<file path="src/rtl/ehd_pkg.sv">
package ehd_pkg;

    localparam int CHAR_W      = 8;
    localparam int NIBBLE_BITS = 4;
    localparam int MODE_W      = 2;

    localparam logic [CHAR_W-1:0] PCT_CHAR = 8'h25;

    localparam logic [MODE_W-1:0] MODE_RAW = 2'd0;
    localparam logic [MODE_W-1:0] MODE_ESC = 2'd1;
    localparam logic [MODE_W-1:0] MODE_HEX = 2'd2;

    typedef enum logic [1:0] {
        PH_IDLE   = 2'd0,
        PH_ESC    = 2'd1,
        PH_ESC_HI = 2'd2,
        PH_HEX_HI = 2'd3
    } phase_t;

    typedef struct packed {
        logic [CHAR_W-1:0] data;
        logic              last;
        logic              truncated;
    } result_t;

    // non-hex characters decode as zero
    function automatic logic [NIBBLE_BITS-1:0] hex_value(input logic [CHAR_W-1:0] c);
        logic [NIBBLE_BITS-1:0] v;
        v = '0;
        if (c >= 8'h30 && c <= 8'h39) begin
            v = c[NIBBLE_BITS-1:0];
        end else if ((c >= 8'h41 && c <= 8'h46) || (c >= 8'h61 && c <= 8'h66)) begin
            v = c[NIBBLE_BITS-1:0] + 4'd9;
        end
        return v;
    endfunction

endpackage

</file>
<file path="src/rtl/escape_or_hex_byte_decoder.sv">
// Percent-escape / hex-pair byte decoder.
//
// Input channel (s_valid/s_ready): one encoded character per beat, s_in_last
// on the final character of a string. Output channel (m_valid/m_ready): one
// decoded byte per beat; m_out_last ends a decoded string, and m_truncated
// (with m_out_byte zero) marks a string that ended inside an unfinished pair.
// Characters that only open an escape or a hex pair give no output beat.
//
// cfg_wr_en/cfg_wr_data write the mode: 0 raw, 1 percent escape, 2 hex pairs,
// 3 acts as raw. Write it only while no string is in flight.
//
// Timing: an accepted beat is held in the input register, is decoded there and
// lands in the output register, which drives m_valid and holds the beat until
// it leaves. One character per cycle is sustained while the output is not
// stalled; the only loop is the phase/high-nibble update.
// When m_ready is low the output register holds its beat, the input register
// still takes one more character, and s_ready drops only while both are full.
// Reset clears both stage valids, the phase, the held nibble and the mode.
module escape_or_hex_byte_decoder (
    input  logic                        aclk,
    input  logic                        aresetn,
    input  logic                        cfg_wr_en,
    input  logic [ehd_pkg::MODE_W-1:0]  cfg_wr_data,
    input  logic                        s_valid,
    output logic                        s_ready,
    input  logic [ehd_pkg::CHAR_W-1:0]  s_in_char,
    input  logic                        s_in_last,
    output logic                        m_valid,
    input  logic                        m_ready,
    output logic [ehd_pkg::CHAR_W-1:0]  m_out_byte,
    output logic                        m_out_last,
    output logic                        m_truncated
);

    logic [ehd_pkg::MODE_W-1:0] mode_reg;
    logic                       hold_valid;
    logic [ehd_pkg::CHAR_W-1:0] hold_char;
    logic                       hold_last;
    logic                       can_take;
    logic                       advance;
    logic                       emit;
    ehd_pkg::result_t           result;

    always_ff @(posedge aclk) begin
        if (!aresetn) begin
            mode_reg <= ehd_pkg::MODE_RAW;
        end else if (cfg_wr_en) begin
            mode_reg <= cfg_wr_data;
        end
    end

    assign advance = hold_valid && can_take;

    ehd_in_stage u_in (
        .aclk       (aclk),
        .aresetn    (aresetn),
        .s_valid    (s_valid),
        .s_ready    (s_ready),
        .s_in_char  (s_in_char),
        .s_in_last  (s_in_last),
        .advance    (advance),
        .hold_valid (hold_valid),
        .hold_char  (hold_char),
        .hold_last  (hold_last)
    );

    ehd_decode u_dec (
        .aclk    (aclk),
        .aresetn (aresetn),
        .mode    (mode_reg),
        .step    (advance),
        .in_char (hold_char),
        .in_last (hold_last),
        .emit    (emit),
        .result  (result)
    );

    ehd_out_stage u_out (
        .aclk        (aclk),
        .aresetn     (aresetn),
        .load        (advance && emit),
        .result      (result),
        .can_take    (can_take),
        .m_valid     (m_valid),
        .m_ready     (m_ready),
        .m_out_byte  (m_out_byte),
        .m_out_last  (m_out_last),
        .m_truncated (m_truncated)
    );

endmodule

</file>
<file path="src/rtl/ehd_in_stage.sv">
module ehd_in_stage (
    input  logic                        aclk,
    input  logic                        aresetn,
    input  logic                        s_valid,
    output logic                        s_ready,
    input  logic [ehd_pkg::CHAR_W-1:0]  s_in_char,
    input  logic                        s_in_last,
    input  logic                        advance,
    output logic                        hold_valid,
    output logic [ehd_pkg::CHAR_W-1:0]  hold_char,
    output logic                        hold_last
);

    logic                       valid_reg;
    logic                       valid_next;
    logic [ehd_pkg::CHAR_W-1:0] char_reg;
    logic                       last_reg;

    assign s_ready    = !valid_reg || advance;
    assign valid_next = s_valid || (valid_reg && !advance);

    always_ff @(posedge aclk) begin
        if (!aresetn) begin
            valid_reg <= 1'b0;
        end else begin
            valid_reg <= valid_next;
        end
    end

    always_ff @(posedge aclk) begin
        if (s_valid && s_ready) begin
            char_reg <= s_in_char;
            last_reg <= s_in_last;
        end
    end

    assign hold_valid = valid_reg;
    assign hold_char  = char_reg;
    assign hold_last  = last_reg;

endmodule

</file>
<file path="src/rtl/ehd_decode.sv">
module ehd_decode (
    input  logic                          aclk,
    input  logic                          aresetn,
    input  logic [ehd_pkg::MODE_W-1:0]    mode,
    input  logic                          step,
    input  logic [ehd_pkg::CHAR_W-1:0]    in_char,
    input  logic                          in_last,
    output logic                          emit,
    output ehd_pkg::result_t              result
);

    ehd_pkg::phase_t                    phase_reg;
    ehd_pkg::phase_t                    phase_next;
    logic [ehd_pkg::NIBBLE_BITS-1:0]    nibble_reg;
    logic [ehd_pkg::NIBBLE_BITS-1:0]    nibble_next;
    logic [ehd_pkg::NIBBLE_BITS-1:0]    digit;
    logic                               is_pct;

    assign digit  = ehd_pkg::hex_value(in_char);
    assign is_pct = (in_char == ehd_pkg::PCT_CHAR);

    always_ff @(posedge aclk) begin
        if (!aresetn) begin
            phase_reg  <= ehd_pkg::PH_IDLE;
            nibble_reg <= '0;
        end else begin
            phase_reg  <= phase_next;
            nibble_reg <= nibble_next;
        end
    end

    // next state; a phase foreign to the current mode counts as idle
    always_comb begin
        phase_next  = phase_reg;
        nibble_next = nibble_reg;
        if (step) begin
            case (mode)
                ehd_pkg::MODE_ESC: begin
                    if (phase_reg == ehd_pkg::PH_ESC) begin
                        if (is_pct) begin
                            phase_next = ehd_pkg::PH_IDLE;
                        end else begin
                            nibble_next = digit;
                            phase_next  = in_last ? ehd_pkg::PH_IDLE : ehd_pkg::PH_ESC_HI;
                        end
                    end else if (phase_reg == ehd_pkg::PH_ESC_HI) begin
                        phase_next = ehd_pkg::PH_IDLE;
                    end else begin
                        phase_next = (is_pct && !in_last) ? ehd_pkg::PH_ESC : ehd_pkg::PH_IDLE;
                    end
                end
                ehd_pkg::MODE_HEX: begin
                    if (phase_reg == ehd_pkg::PH_HEX_HI) begin
                        phase_next = ehd_pkg::PH_IDLE;
                    end else begin
                        nibble_next = digit;
                        phase_next  = in_last ? ehd_pkg::PH_IDLE : ehd_pkg::PH_HEX_HI;
                    end
                end
                default: begin
                    phase_next = ehd_pkg::PH_IDLE;
                end
            endcase
        end
    end

    // result for the beat at the input stage
    always_comb begin
        emit             = 1'b0;
        result.data      = in_char;
        result.last      = in_last;
        result.truncated = 1'b0;
        case (mode)
            ehd_pkg::MODE_ESC: begin
                if (phase_reg == ehd_pkg::PH_ESC) begin
                    if (is_pct) begin
                        emit = 1'b1;
                    end else if (in_last) begin
                        emit             = 1'b1;
                        result.data      = '0;
                        result.truncated = 1'b1;
                    end
                end else if (phase_reg == ehd_pkg::PH_ESC_HI) begin
                    emit        = 1'b1;
                    result.data = {nibble_reg, digit};
                end else begin
                    if (!is_pct) begin
                        emit = 1'b1;
                    end else if (in_last) begin
                        emit             = 1'b1;
                        result.data      = '0;
                        result.truncated = 1'b1;
                    end
                end
            end
            ehd_pkg::MODE_HEX: begin
                if (phase_reg == ehd_pkg::PH_HEX_HI) begin
                    emit        = 1'b1;
                    result.data = {nibble_reg, digit};
                end else if (in_last) begin
                    emit             = 1'b1;
                    result.data      = '0;
                    result.truncated = 1'b1;
                end
            end
            default: begin
                emit = 1'b1;
            end
        endcase
    end

endmodule

</file>
<file path="src/rtl/ehd_out_stage.sv">
module ehd_out_stage (
    input  logic                        aclk,
    input  logic                        aresetn,
    input  logic                        load,
    input  ehd_pkg::result_t            result,
    output logic                        can_take,
    output logic                        m_valid,
    input  logic                        m_ready,
    output logic [ehd_pkg::CHAR_W-1:0]  m_out_byte,
    output logic                        m_out_last,
    output logic                        m_truncated
);

    logic             valid_reg;
    logic             valid_next;
    ehd_pkg::result_t data_reg;

    assign can_take   = !valid_reg || m_ready;
    assign valid_next = load || (valid_reg && !m_ready);

    always_ff @(posedge aclk) begin
        if (!aresetn) begin
            valid_reg <= 1'b0;
        end else begin
            valid_reg <= valid_next;
        end
    end

    always_ff @(posedge aclk) begin
        if (load) begin
            data_reg <= result;
        end
    end

    assign m_valid     = valid_reg;
    assign m_out_byte  = data_reg.data;
    assign m_out_last  = data_reg.last;
    assign m_truncated = data_reg.truncated;

endmodule

</file>
<file path="config.mk">
export PLATFORM = sky130hd
export DESIGN_NAME = escape_or_hex_byte_decoder
export DESIGN_NICKNAME = d
export VERILOG_FILES = /design/src/rtl/ehd_pkg.sv /design/src/rtl/escape_or_hex_byte_decoder.sv /design/src/rtl/ehd_in_stage.sv /design/src/rtl/ehd_decode.sv /design/src/rtl/ehd_out_stage.sv
export SDC_FILE = /design/constraint.sdc
export NUM_CORES = 1
export LEC_CHECK = 0
export ABC_AREA = 1
export BUFFER_PORTS_ARGS = -buffer_cell sky130_fd_sc_hd__buf_2
export CAP_MARGIN = 20
export CORE_MARGIN = 8
export CORE_UTILIZATION = 30
export CTS_BUF_LIST = sky130_fd_sc_hd__clkbuf_4
export CTS_CLUSTER_DIAMETER = 150
export DETAILED_ROUTE_END_ITERATION = 10
export PLACE_DENSITY = 0.57
export SLEW_MARGIN = 10
export SYNTH_ARGS = -nofsm -noshare
export SYNTH_HDL_FRONTEND = slang
export SYNTH_SLANG_ARGS = --single-unit
</file>
<file path="constraint.sdc">
create_clock -name aclk -period 3.65 [get_ports aclk]
set_input_delay 0.5475 -clock aclk [delete_from_list [all_inputs] [get_ports aclk]]
set_output_delay 0.5475 -clock aclk [all_outputs]
set_load 0.005 [all_outputs]
</file>
==> results of run 1 <==
==> logic make-up (layout without fill, tap and decap cells) <==
family          count (synthesis)  after routing
fa+ha+maj                       5              5
xor+xnor                        1              1
flops                          29             29
buf+inv                        41             73
compound gates                 47             47
simple gates                  116            116
==> where the power goes <==
group          switching [mW]  total (mW)  leakage (nW)  internal, mW
combinational          0.0840       0.131         0.661        0.0475
clock                   0.112       0.201        0.0338        0.0887
sequential             0.0141       0.388         0.262         0.374
total                   0.210       0.720         0.957         0.510
==> final cells by class <==
type                            instances  area (µm²)
Fill cell                             627        3820
Multi-Input combinational cell        169         933
Sequential cell                        29         771
Inverter                               38         143
Timing Repair Buffer                   27         135
Tap cell                               75        93.8
Clock buffer                            7        52.6
Clock inverter                          1        3.75
==> stage by stage <==
| stage | hold slack [ns] | instances | setup slack (ns) | util [%] |
|---|---|---|---|---|
| final | 0.378 | 346 | 1.52 | 35.8 |
| after global routing | 0.361 | 346 | 1.34 | 35.8 |
| after CTS | 0.366 | 346 | 1.51 | 35.8 |
| after detailed placement | 0.483 | 338 | 1.53 | 34.9 |
| after global placement | 0.475 | 338 | 1.61 | 34.9 |
| after floorplan | 0.424 | 239 | 1.80 | - |
==> worst reg2reg max path, cell delays in order, from the launching register on <==
cell and delay (ns):
sky130_fd_sc_hd__edfxtp_1 0.47, sky130_fd_sc_hd__inv_1 0.14, sky130_fd_sc_hd__ha_1 0.20, sky130_fd_sc_hd__inv_1 0.09
sky130_fd_sc_hd__nor2_4 0.16, sky130_fd_sc_hd__nand2_4 0.08, sky130_fd_sc_hd__nand3_1 0.09, sky130_fd_sc_hd__nand3_1 0.09
sky130_fd_sc_hd__nand3_1 0.09, sky130_fd_sc_hd__nand2_1 0.08, sky130_fd_sc_hd__inv_1 0.31
==> cell usage in the layout (no fill, tap or decap), drive strengths merged <==
cell / count
nand2: 63
inv: 38
nor2: 28
buf: 27
nand3: 20
edfxtp: 19
a21oi: 19
o21ai: 15
dfxtp: 10
clkbuf: 7
ha: 5
o211ai: 4
a31oi: 4
nand3b: 2
a22oi: 2
nand4: 2
a221oi: 1
o2111ai: 1
a211oi: 1
xor2: 1
and2: 1
clkinv: 1
==> worst paths after layout <==
check | from | end
min reg2reg | mode_reg[1] | mode_reg[1]
max | u_in.hold_char[1] | u_out.m_out_last
min | s_in_char[2] | u_in.hold_char[2]
max reg2reg | u_in.hold_char[1] | u_out.m_out_last
==> metal layers <==
metal	GRT usage (%)	vias to the layer above	share of wire, %
li1	-	859	-
met5	0	-	0
met1	14.2	751	47
met2	15.8	63	42
met4	5.33	0	2.1
met3	3.41	7	8.9
==> results by stage, run 1 <==
Status:
- The run finished with clean final reports.

Logic synthesis:
- During synthesis, Yosys emitted a total of 0 warnings.
- The cell type with the highest aggregate area in the netlist is sky130_fd_sc_hd__edfxtp_1.
- After synthesis, the largest area contributor takes up 30.7% of total cell area.
- In the synthesized netlist the dominant register cell turns out to be sky130_fd_sc_hd__edfxtp_1.
- Synthesis handed over a netlist of 239 instances.
- The main combinational cell family by area after synthesis is simple AND/OR/NAND/NOR gates.
- Synthesis produced a netlist with a net count of 260.
- Summing the areas of all fa, ha and maj instances in the mapped netlist gives 3.37% of the synthesized area.
- The synthesized netlist devotes 0.471% of its cell area to XOR and XNOR gates.
- The synthesized netlist contains 29 unique library cells.
- The synthesized netlist devotes 31.3% of its cell area to simple gates.
- Ranked by instance count, the synthesized netlist is headed by sky130_fd_sc_hd__nand2_1, sky130_fd_sc_hd__inv_1, sky130_fd_sc_hd__nor2_1.
- Synthesis inferred 29 register bits.
- The library cell with the highest instance count after synthesis is sky130_fd_sc_hd__nand2_1.
- The synthesized area per cell is 7.77 µm².
- The count of flip-flops with a built-in enable after synthesis is 19.
- The total standard cell area after synthesis is 0.00186 mm².
- Yosys attributes the largest share of cell area to sky130_fd_sc_hd__edfxtp_1, sky130_fd_sc_hd__dfxtp_1, sky130_fd_sc_hd__nand2_1, sky130_fd_sc_hd__nand3_1, sky130_fd_sc_hd__inv_1.
- The portion of synthesized area spent on multiplexers is 0%.
- The fraction of the mapped netlist area in compound gates is 15.1%.
- Of the synthesized area, sequential elements account for 41.5%.
- In the synthesized netlist the async set-or-reset flop fraction comes to 0%.

Global routing:
- The initial antenna violation count came to 0.
- The first-pass GRT wire length is 7.61 mm.
- The global-route usage over all layers is 10.9%.
- The largest net degree at the start of global routing is 15.
- The final global-route overflow total is 0.
- The number of global-route vias before repair is 1586.

Clocking:
- Buffers added to address setup during post-CTS repair amount to 0.
- Counting every sink on the clock net gives 29.
- The number of buffers created by CTS is 5.
- In this run, post-CTS hold repair placed 0 buffers.
- For the worst-skew pair, the clock arrives at the later sink with an insertion delay of 0.34 ns.
- The H-tree was split into 2 levels.
- TritonCTS built the clock tree.
- The clock edge transition at the registers on the reported setup and hold paths is 0.09 ns.
- The number of buffers between clock root and the deepest sink is 2.
- In this run the clock root is driven by a sky130_fd_sc_hd__clkbuf_4.
- Once the clock tree was built, the resizer swapped 0 gates to a different size.

Place:
- At the end of routability-driven placement, the weighted congestion stood at 0.880.
- The standard cell area after detailed placement is 0.00208 mm².
- The count of input and output buffers is 27.
- Detailed placement finished with a half-perimeter wire length of 3.52 mm.

Timing:
- In the finished design, the share of the clock period the worst path needs comes to 58.5%.
- The worst path needs 2.13 ns of the cycle, external delays included.
- The remaining max-slew budget at the tightest pin is 64.2%.
- For the final database, setup skew stands at 0.00979 ns.
- At the pin with the least slew margin, the transition time is 0.538 ns.
- The hold violation total from the final report is 0.
- The number of pins exceeding their max-slew limit in the final report came to 0.
- The highest attainable clock frequency is 0.469 GHz.
- Setup repair after global routing left no endpoint under its margin.
- The count of endpoints failing setup in the final report is 0.
- The sum of negative setup slack is 0 ns.

Route:
- The routed wire length is 4.55 mm.
- The residual DRC count is 0.
- The detailed router placed 1680 vias in this run.
- The detail route stage leaves a number of antenna-violating nets equal to 0.
- The average wire length per cell after detail routing is 13.1 µm.
- The first-iteration detailed-routing DRC count is 98.
- The number of search-and-repair iterations in the first detailed-routing pass is 4.
- Using the TritonRoute via totals, the vias-per-cell ratio works out to 4.86.

Worst setup path:
- The critical path crosses 10 cells after its start point.
- For the worst setup path, the data required time is 3.65 ns.
- The type of the worst setup path is flip-flop to flip-flop.
- The maximum net fanout on the critical path is 10.
- On the worst path, the slowest cell contributes a delay of 0.47 ns.
- The worst setup path is captured at a flip-flop.
- The signal on the critical path passes through inv_1, ha_1, inv_1, nor2_4, nand2_4, nand3_1, nand3_1, nand3_1, nand2_1, inv_1.
- The highest-delay cell along the critical path is sky130_fd_sc_hd__edfxtp_1.
- The cell class contributing the biggest share of worst-path delay is simple AND/OR/NAND/NOR gates.
- The depth of the worst register-to-register path is 10.
- Counting both buffers and inverters, the worst setup path holds a total of 3.
- The startpoint type of the worst setup path is a flip-flop.
- The arrival time of data at the critical path endpoint is 2.14 ns.
- For flop-to-flop paths, the worst setup slack is 1.52 ns.

Floorplan:
- The core region area is 0.00596 mm².
- During I/O placement, the number of pins put on the boundary was 28.
- From left edge to right edge, the die measures 94.7 µm.
- The effective utilization at floorplan is 31.2%.
- In this run the core area contains 28 standard-cell rows.
- The die is 94.7 µm tall.
- The floorplan step defined a die boundary enclosing 0.00897 mm².

Pwr:
- Power spread over the standard cell area amounts to 338 mW/mm².
- The total power after layout is 0.720 mW.
- In this run the static leakage power is 0.957 nW.
- The worst-case IR drop observed on VDD is 0.172 mV.

Worst hold path:
- In this run the worst hold path is classified as input port to flip-flop.
- The number of cells on the worst hold path is 1.

Cells and area:
- The summed area of non-filler cells in the final layout is 0.00213 mm².
- The net total in the final layout is 291.
- The diode insertion count for antenna repair is 0.
- Compared with the post-synthesis result, the final layout area differs by 14.7%.
- The post-route netlist has 25.5% of its cells at a drive strength greater than 1.

Job:
- Max-cap violations in this run came to 0.
(Power assumes the default switching activity.)
==> inputs of run 2 (changes only) <==
Clock period 3.65 ns to 2.15 ns, I/O delays scaled along.
==> results by stage, run 2 (synthesis results as in run 1) <==
Route:
- The number of vias per cell is 4.77.
- In the routed design, unresolved DRC markers number 0.
- The first detailed-routing pass ran for 4 iterations.
- In this run the remaining antenna-violating nets after routing total 0.
- The routed layout has 1679 vias.
- In this run, the number of DRC markers left after iteration 0 of detailed routing was 190.
- After detailed routing, the average wire length per cell comes to 13.1 µm.
- The routed wire length is 4.62 mm.

Timing:
- Setup repair after global routing left no endpoint under its margin.
- In this run the tightest slew margin relative to its limit is 75.5%.
- The highest attainable clock frequency is 0.519 GHz.
- The hold violation total from the final report is 0.
- For the pin with the worst max-slew slack, the measured transition is 0.367 ns.
- The sum of negative setup slack is 0 ns.
- The clock arrives with 0.0146 ns of skew.
- Dividing the final minimum period by the clock period gives 89.6%.
- Across all setup checks in the final design, the least slack found is 0.223 ns.
- The count of endpoints failing setup in the final report is 0.
- The routed design could run at a clock period as short as 1.93 ns.
- The number of pins exceeding their max-slew limit in the final report came to 0.

Global routing:
- The initial antenna violation count is 0.
- The first global-routing pass estimated 7.65 mm of wire.
- The largest net degree at the start of global routing is 11.
- Global routing finished with a remaining overflow of 0.
- Across every metal layer, demand over resource in global routing totals 10.8%.
- The number of global-route vias before repair is 1589.

Pwr:
- The design draws 1.21 mW.
- In this run the power density over the cells is 555 mW/mm².
- The worst voltage drop across the vdd grid is 0.262 mV.
- The analysis attributes to cell leakage a power of 0.974 nW.

Worst setup path:
- The worst register-to-register path begins at u_in.hold_char[0].
- The critical path in this run is classified as flip-flop to flip-flop.
- The arrival time of data at the critical path endpoint is 1.96 ns.
- The depth of the worst register-to-register path is 9.
- The maximum net fanout on the critical path is 10.
- The worst setup path is launched from a flip-flop.
- The critical path ends at u_out.m_out_byte[1].
- The critical path starts at u_in.hold_char[0].
- The slack of the worst reg-to-reg path is 0.22 ns.
- The data required time at the worst endpoint is 2.18 ns.
- STA classifies the critical path endpoint as a flip-flop.
- The worst reg2reg path endpoint is u_out.m_out_byte[1].

Place:
- The half-perimeter wire length of the detailed placement result is 3.57 mm.
- The total placed cells including tap cells is 344.
- The count of input and output buffers is 27.
- The worst setup timing slack at the placement stage is 0.139 ns.
- The congestion estimate from routability-driven global placement came to 0.920.

Cells and area:
- Of the cells placed in the final design, the portion with a size suffix greater than 1 is 27.1%.
- The diode insertion count for antenna repair is 0.
- Leaving out fill and tap cells, the most frequent cell in the layout is sky130_fd_sc_hd__nand2_1.
- The net total in the final layout is 297.
- The library cells used most frequently in the layout, excluding fill and tap cells, are sky130_fd_sc_hd__nand2_1, sky130_fd_sc_hd__buf_2, sky130_fd_sc_hd__inv_1, sky130_fd_sc_hd__nor2_1, sky130_fd_sc_hd__nand3_1.
- After the flow finishes, the layout carries non-filler instances totaling 352.
- The area growth from synthesis to layout is 17.0%.

Worst hold path:
- The path type of the worst min-delay path is input port to flip-flop.

Clocking:
- In this run, post-CTS hold repair placed 0 buffers.
- The CTS tree is yes.
- For this design, the sink count on the clock tree is 29.
- The clock tree root driver cell is sky130_fd_sc_hd__clkbuf_4.
- The number of buffers between clock root and the deepest sink is 2.
- Buffers inserted during clock tree synthesis total 5.
- The H-tree was split into 2 levels.
- The clock edge transition at the registers on the reported setup and hold paths is 0.10 ns.
- At the later pin of the worst-skew pair, clock insertion delay measures 0.33 ns.

Job:
- The total of max-cap violations is 0.

Floorplan:
- The I/O pin count is 28.
- In this run the horizontal extent of the chip is 94.7 µm.
- The full die area is 0.00897 mm².
- In this run the core area contains 28 standard-cell rows.
- The die outline height is 94.7 µm.
- The core region area is 0.00596 mm².
- The initial utilization of the core area, before any placement, comes to 31.2%.

Status:
- The run finished with clean final reports.
run 2: cell type report:
type	instances	area (µm²)
clock buffer	5	37.5
clock inverter	3	12.5
fill	642	3780
inverter	38	146
multi-input combinational	169	933
sequential	29	771
tap	75	93.8
timing repair buffer	33	180
run 2: worst min path at each step:
stage                     depth (start not counted)  slack, ns         start           endpoint
after floorplan                                   0       0.42  s_in_char[0]  u_in.hold_char[0]
after global placement                            2       0.46   mode_reg[1]        mode_reg[1]
after detailed placement                          2       0.48   mode_reg[1]        mode_reg[1]
after CTS                                         1       0.16  s_in_char[7]  u_in.hold_char[7]
after global routing                              1       0.15  s_in_char[1]  u_in.hold_char[1]
final                                             1       0.17  s_in_char[7]  u_in.hold_char[7]
run 2: per-stage QoR:
step / hold WS (ns) / utilization [%] / instance area (µm²)
after floorplan: 0.421 / - / 1860
after global placement: 0.464 / 35.6 / 2120
after detailed placement: 0.480 / 35.6 / 2120
after CTS: 0.161 / 36.4 / 2170
after global routing: 0.155 / 36.5 / 2170
final: 0.172 / 36.5 / 2170
run 2: power breakdown:
part	leakage, nW	internal, mW	switching (mW)	total, mW
Sequential	0.262	0.634	0.0171	0.651
Clock	0.0300	0.118	0.195	0.313
Combinational	0.682	0.0902	0.153	0.243
Total	0.974	0.843	0.365	1.21
run 2: worst max-delay path, cell delays in order, from the launching register on:
cell and delay, ns:
sky130_fd_sc_hd__edfxtp_1 0.47, sky130_fd_sc_hd__ha_1 0.26, sky130_fd_sc_hd__inv_1 0.12, sky130_fd_sc_hd__nor2_4 0.07, sky130_fd_sc_hd__nand2_4 0.08, sky130_fd_sc_hd__nand3_1 0.08, sky130_fd_sc_hd__nand3_1 0.10, sky130_fd_sc_hd__nand3_1 0.06
sky130_fd_sc_hd__nand2_1 0.14, sky130_fd_sc_hd__clkinvlp_4 0.26
run 2: metal layers:
| metal | track usage (%) | wire length (µm) | part of all wire, % |
|---|---|---|---|
| met1 | 14.2 | 2220 | 48 |
| met2 | 16.0 | 1980 | 43 |
| met3 | 3.10 | 327 | 7.1 |
| met4 | 4.94 | 97 | 2.1 |
| met5 | 0 | 0 | 0 |
run 2: repair_timing:
item	CTS	global route
buffers inserted	0	0
gates resized for setup	0	1
setup endpoints to repair	0	10
==> inputs of run 3 (changes only) <==
Settings changed: SYNTH_HIERARCHICAL set to 1.
==> results by stage, run 3 <==
Worst setup path:
- The arrival time of data at the critical path endpoint is 2.00 ns.
- The type of the worst setup path is flip-flop to flip-flop.
- In this run the worst path has a maximum fanout of 11.
- STA classifies the critical path startpoint as a flip-flop.
- The endpoint class of the critical path is a flip-flop.
- The data required time at the worst endpoint is 2.18 ns.

Logic synthesis:
- Of all flip-flops after synthesis, the portion carrying an async set or reset was 0%.
- By instance count, the leading cell after synthesis is sky130_fd_sc_hd__nand2_1.
- Yosys mapped the design onto 33 distinct sky130hd cell types.
- During synthesis, Yosys emitted a total of 6 warnings.
- By area the synthesized netlist is led by sky130_fd_sc_hd__edfxtp_1, sky130_fd_sc_hd__nand2_1, sky130_fd_sc_hd__dfxtp_1, sky130_fd_sc_hd__inv_1, sky130_fd_sc_hd__nor2_1.
- The count of mapped cells out of synthesis is 245.
- The count of state elements after synthesis is 29.
- In this run the biggest area consumer among cell types represents 30.1% of the synthesized area.
- By count the netlist is led by sky130_fd_sc_hd__nand2_1, sky130_fd_sc_hd__inv_1, sky130_fd_sc_hd__nor2_1.
- The biggest area contributor in the post-synthesis netlist is sky130_fd_sc_hd__edfxtp_1.
- After synthesis, the mean cell area works out to 7.73 µm².
- The total standard cell area after synthesis is 0.00189 mm².
- In this run, synthesis inferred 19 flip-flops with an integrated enable.
- The total nets after synthesis is 266.
- The share of the Yosys chip area taken by registers is 40.7%.
- The most common flop cell mapped by yosys is sky130_fd_sc_hd__edfxtp_1.

Floorplan:
- After floorplanning, the core was divided into 29 placement rows.
- For this design the top-level I/O count stands at 28.
- The core region area is 0.00624 mm².
- The die outline height is 95.5 µm.
- Measured along the x axis, the die boundary spans 95.5 µm.
- The full die area is 0.00911 mm².
- The effective utilization at floorplan is 30.4%.

Route:
- For this block, the initial DRC count from the detailed router was 145.
- The number of vias per cell is 4.69.
- In this run the remaining antenna-violating nets after routing total 0.
- The number of search-and-repair iterations in the first detailed-routing pass is 4.
- The routed wire length is 4.53 mm.
- The average wire length per cell after detail routing is 12.6 µm.
- For this run, design rule violations remaining after detail routing come to 0.
- The overall via count from detail_route is 1682.

Pwr:
- The share of total power dissipated in sequential elements is 52.6%.
- The cell area power density is 571 mW/mm².
- The switching power is 0.361 mW.
- In this run switching power makes up 28.3% of total power.
- The combinational group share of total power is 20.8%.
- The clock power share is 26.6%.
- Internal power comes to 0.914 mW.
- The static leakage power is 1.00 nW.
- Across the VDD grid, the largest voltage drop is 0.366 mV.

Timing:
- The clock period minus worst slack is 1.97 ns.
- The post-route clock skew is 0.0118 ns.
- The hold violation total from the final report is 0.
- The number of pins exceeding their max-slew limit in the final report came to 0.
- Setup repair after global routing left no endpoint under its margin.
- The count of endpoints failing setup in the final report is 0.
- The worst-margin pin slew is 0.447 ns.
- The final worst-path cycle share is 91.6%.
- The sum of negative setup slack is 0 ns.
- The remaining max-slew budget at the tightest pin is 70.2%.
- The highest attainable clock frequency is 0.508 GHz.

Global routing:
- The met3 track utilization from global routing is 2.60%.
- The met1 global-route usage is 14.0%.
- met2 is the most crowded layer.
- The final global-route overflow total is 0.
- The first global-routing pass estimated 7.67 mm of wire.
- The met2 global-route usage is 16.6%.
- The global-route usage over all layers is 10.6%.
- Entering global routing, the biggest net connects 12 pins.
- The initial antenna violation count is 0.
- The number of global-route vias before repair is 1685.

Clocking:
- The number of buffers created by CTS is 5.
- The CTS tree is yes.
- The clock tree root driver cell is sky130_fd_sc_hd__clkbuf_4.
- In this run the number of H-tree levels came out at 2.
- The post-cts hold buffer count is 0.
- For the worst-skew pair, the clock arrives at the later sink with an insertion delay of 0.32 ns.
- The longest clock path from root to sink contains 2 buffers.
- The tree built by TritonCTS fans out to 29 sinks.
- The clock edge transition at the registers on the reported setup and hold paths is 0.09 ns.

Cells and area:
- The library cells used most frequently in the layout, excluding fill and tap cells, are sky130_fd_sc_hd__nand2_1, sky130_fd_sc_hd__inv_1, sky130_fd_sc_hd__buf_2, sky130_fd_sc_hd__nor2_1, sky130_fd_sc_hd__edfxtp_1.
- Leaving out fill and tap cells, the most frequent cell in the layout is sky130_fd_sc_hd__nand2_1.
- The diode insertion count for antenna repair is 0.
- The proportion of layout cells with a drive suffix above 1 is 30.5%.
- The synthesis-to-layout area growth is 17.8%.
- The net count of the finished layout is 302.
- The post-route non-filler standard cell count is 359.

Place:
- The routability-driven placement congestion ratio is 0.900.
- The total placed cells including tap cells is 351.
- Input and output buffers added on the ports amount to 27.
- Detailed placement ended at an HPWL of 3.59 mm.

Worst hold path:
- In this run the worst hold path is classified as input port to flip-flop.

Status:
- The flow ran to the end, and the final reports show no timing, DRC or antenna violations.

Job:
- The tool flagged a number of max-cap violations equal to 0.
run 3: changes by cell type after synthesis, moves of 6 or more:
cell	previous run	this run
sky130_fd_sc_hd__nand2_2	6	12
sky130_fd_sc_hd__inv_2	13	7
sky130_fd_sc_hd__nand3_1	20	14
sky130_fd_sc_hd__nand2_1	51	58
sky130_fd_sc_hd__inv_1	25	33
run 3: worst paths after layout:
path	end	from	slack (ns)	cells past startpoint
worst max register to register	u_out/m_out_byte[2]	u_in/hold_char[1]	0.18	11
worst min register to register	u_out/m_valid	u_out/m_valid	0.49	2
worst min-delay path	u_in/hold_char[4]	s_in_char[4]	0.17	1
worst max-delay path	u_out/m_out_byte[2]	u_in/hold_char[1]	0.18	11
run 3: cell type report:
cell class                      instances  area (µm²)
Clock buffer                            8        60.1
Fill cell                             679        4010
Inverter                               41         154
Multi-Input combinational cell        170         951
Sequential cell                        29         771
Tap cell                               77        96.3
Timing Repair Buffer                   34         200
run 3: power groups by stage:
stage                     clock network (mW)  registers [mW]  logic (mW)
after global placement                     0           0.682       0.265
after floorplan                            0           0.678       0.172
after detailed placement                   0           0.683       0.266
final                                  0.339           0.670       0.266
after global routing                   0.374           0.675       0.301
after CTS                              0.351           0.670       0.267
run 3: critical path, cell delays in order, from the launching register on:
cell	delay, ns
sky130_fd_sc_hd__edfxtp_1	0.38
sky130_fd_sc_hd__inv_1	0.10
sky130_fd_sc_hd__ha_1	0.19
sky130_fd_sc_hd__nand2_1	0.10
sky130_fd_sc_hd__nor2_4	0.12
sky130_fd_sc_hd__nand3_2	0.11
sky130_fd_sc_hd__nand2_2	0.09
sky130_fd_sc_hd__nor2_1	0.05
sky130_fd_sc_hd__o211ai_1	0.18
sky130_fd_sc_hd__inv_1	0.07
sky130_fd_sc_hd__nor2_2	0.15
sky130_fd_sc_hd__buf_12	0.15
run 3: kinds of logic (layout without fill, tap and decap cells):
group / count (synthesis) / in the layout / synth area share, %
and+or+nand+nor: 124 / 124 / 32.2
buffers and inverters: 46 / 83 / 9.51
AOI/OAI and AO/OA: 40 / 40 / 13.8
DFF: 29 / 29 / 40.7
adders and majority gates: 5 / 5 / 3.30
xor gates and xnor gates: 1 / 1 / 0.462
run 3: through the flow:
step           setup WS [ns]  power [mW]  cell area [µm²]  util (%)  hold slack [ns]
6_report               0.181        1.28             2230      35.8            0.173
2_1_floorplan          0.101       0.850             1900         -            0.421
5_1_grt              0.00432        1.35             2230      35.8            0.163
3_3_place_gp           0.221       0.947             2170      34.7            0.483
4_1_cts                0.154        1.29             2230      35.7            0.159
3_5_place_dp           0.172       0.949             2170      34.7            0.480
run 3: per-layer routing:
metal | vias up | wire length (µm) | share of wire (%)
met5 | - | 0 | 0
met2 | 58 | 2020 | 45
met3 | 4 | 324 | 7.2
li1 | 866 | - | -
met4 | 0 | 66 | 1.5
met1 | 754 | 2110 | 47
run 3: timing repair:
item                                    in CTS  in global routing
gates resized for setup                      0                  1
endpoints found under the setup margin       0                 11
buffers inserted                             0                  0
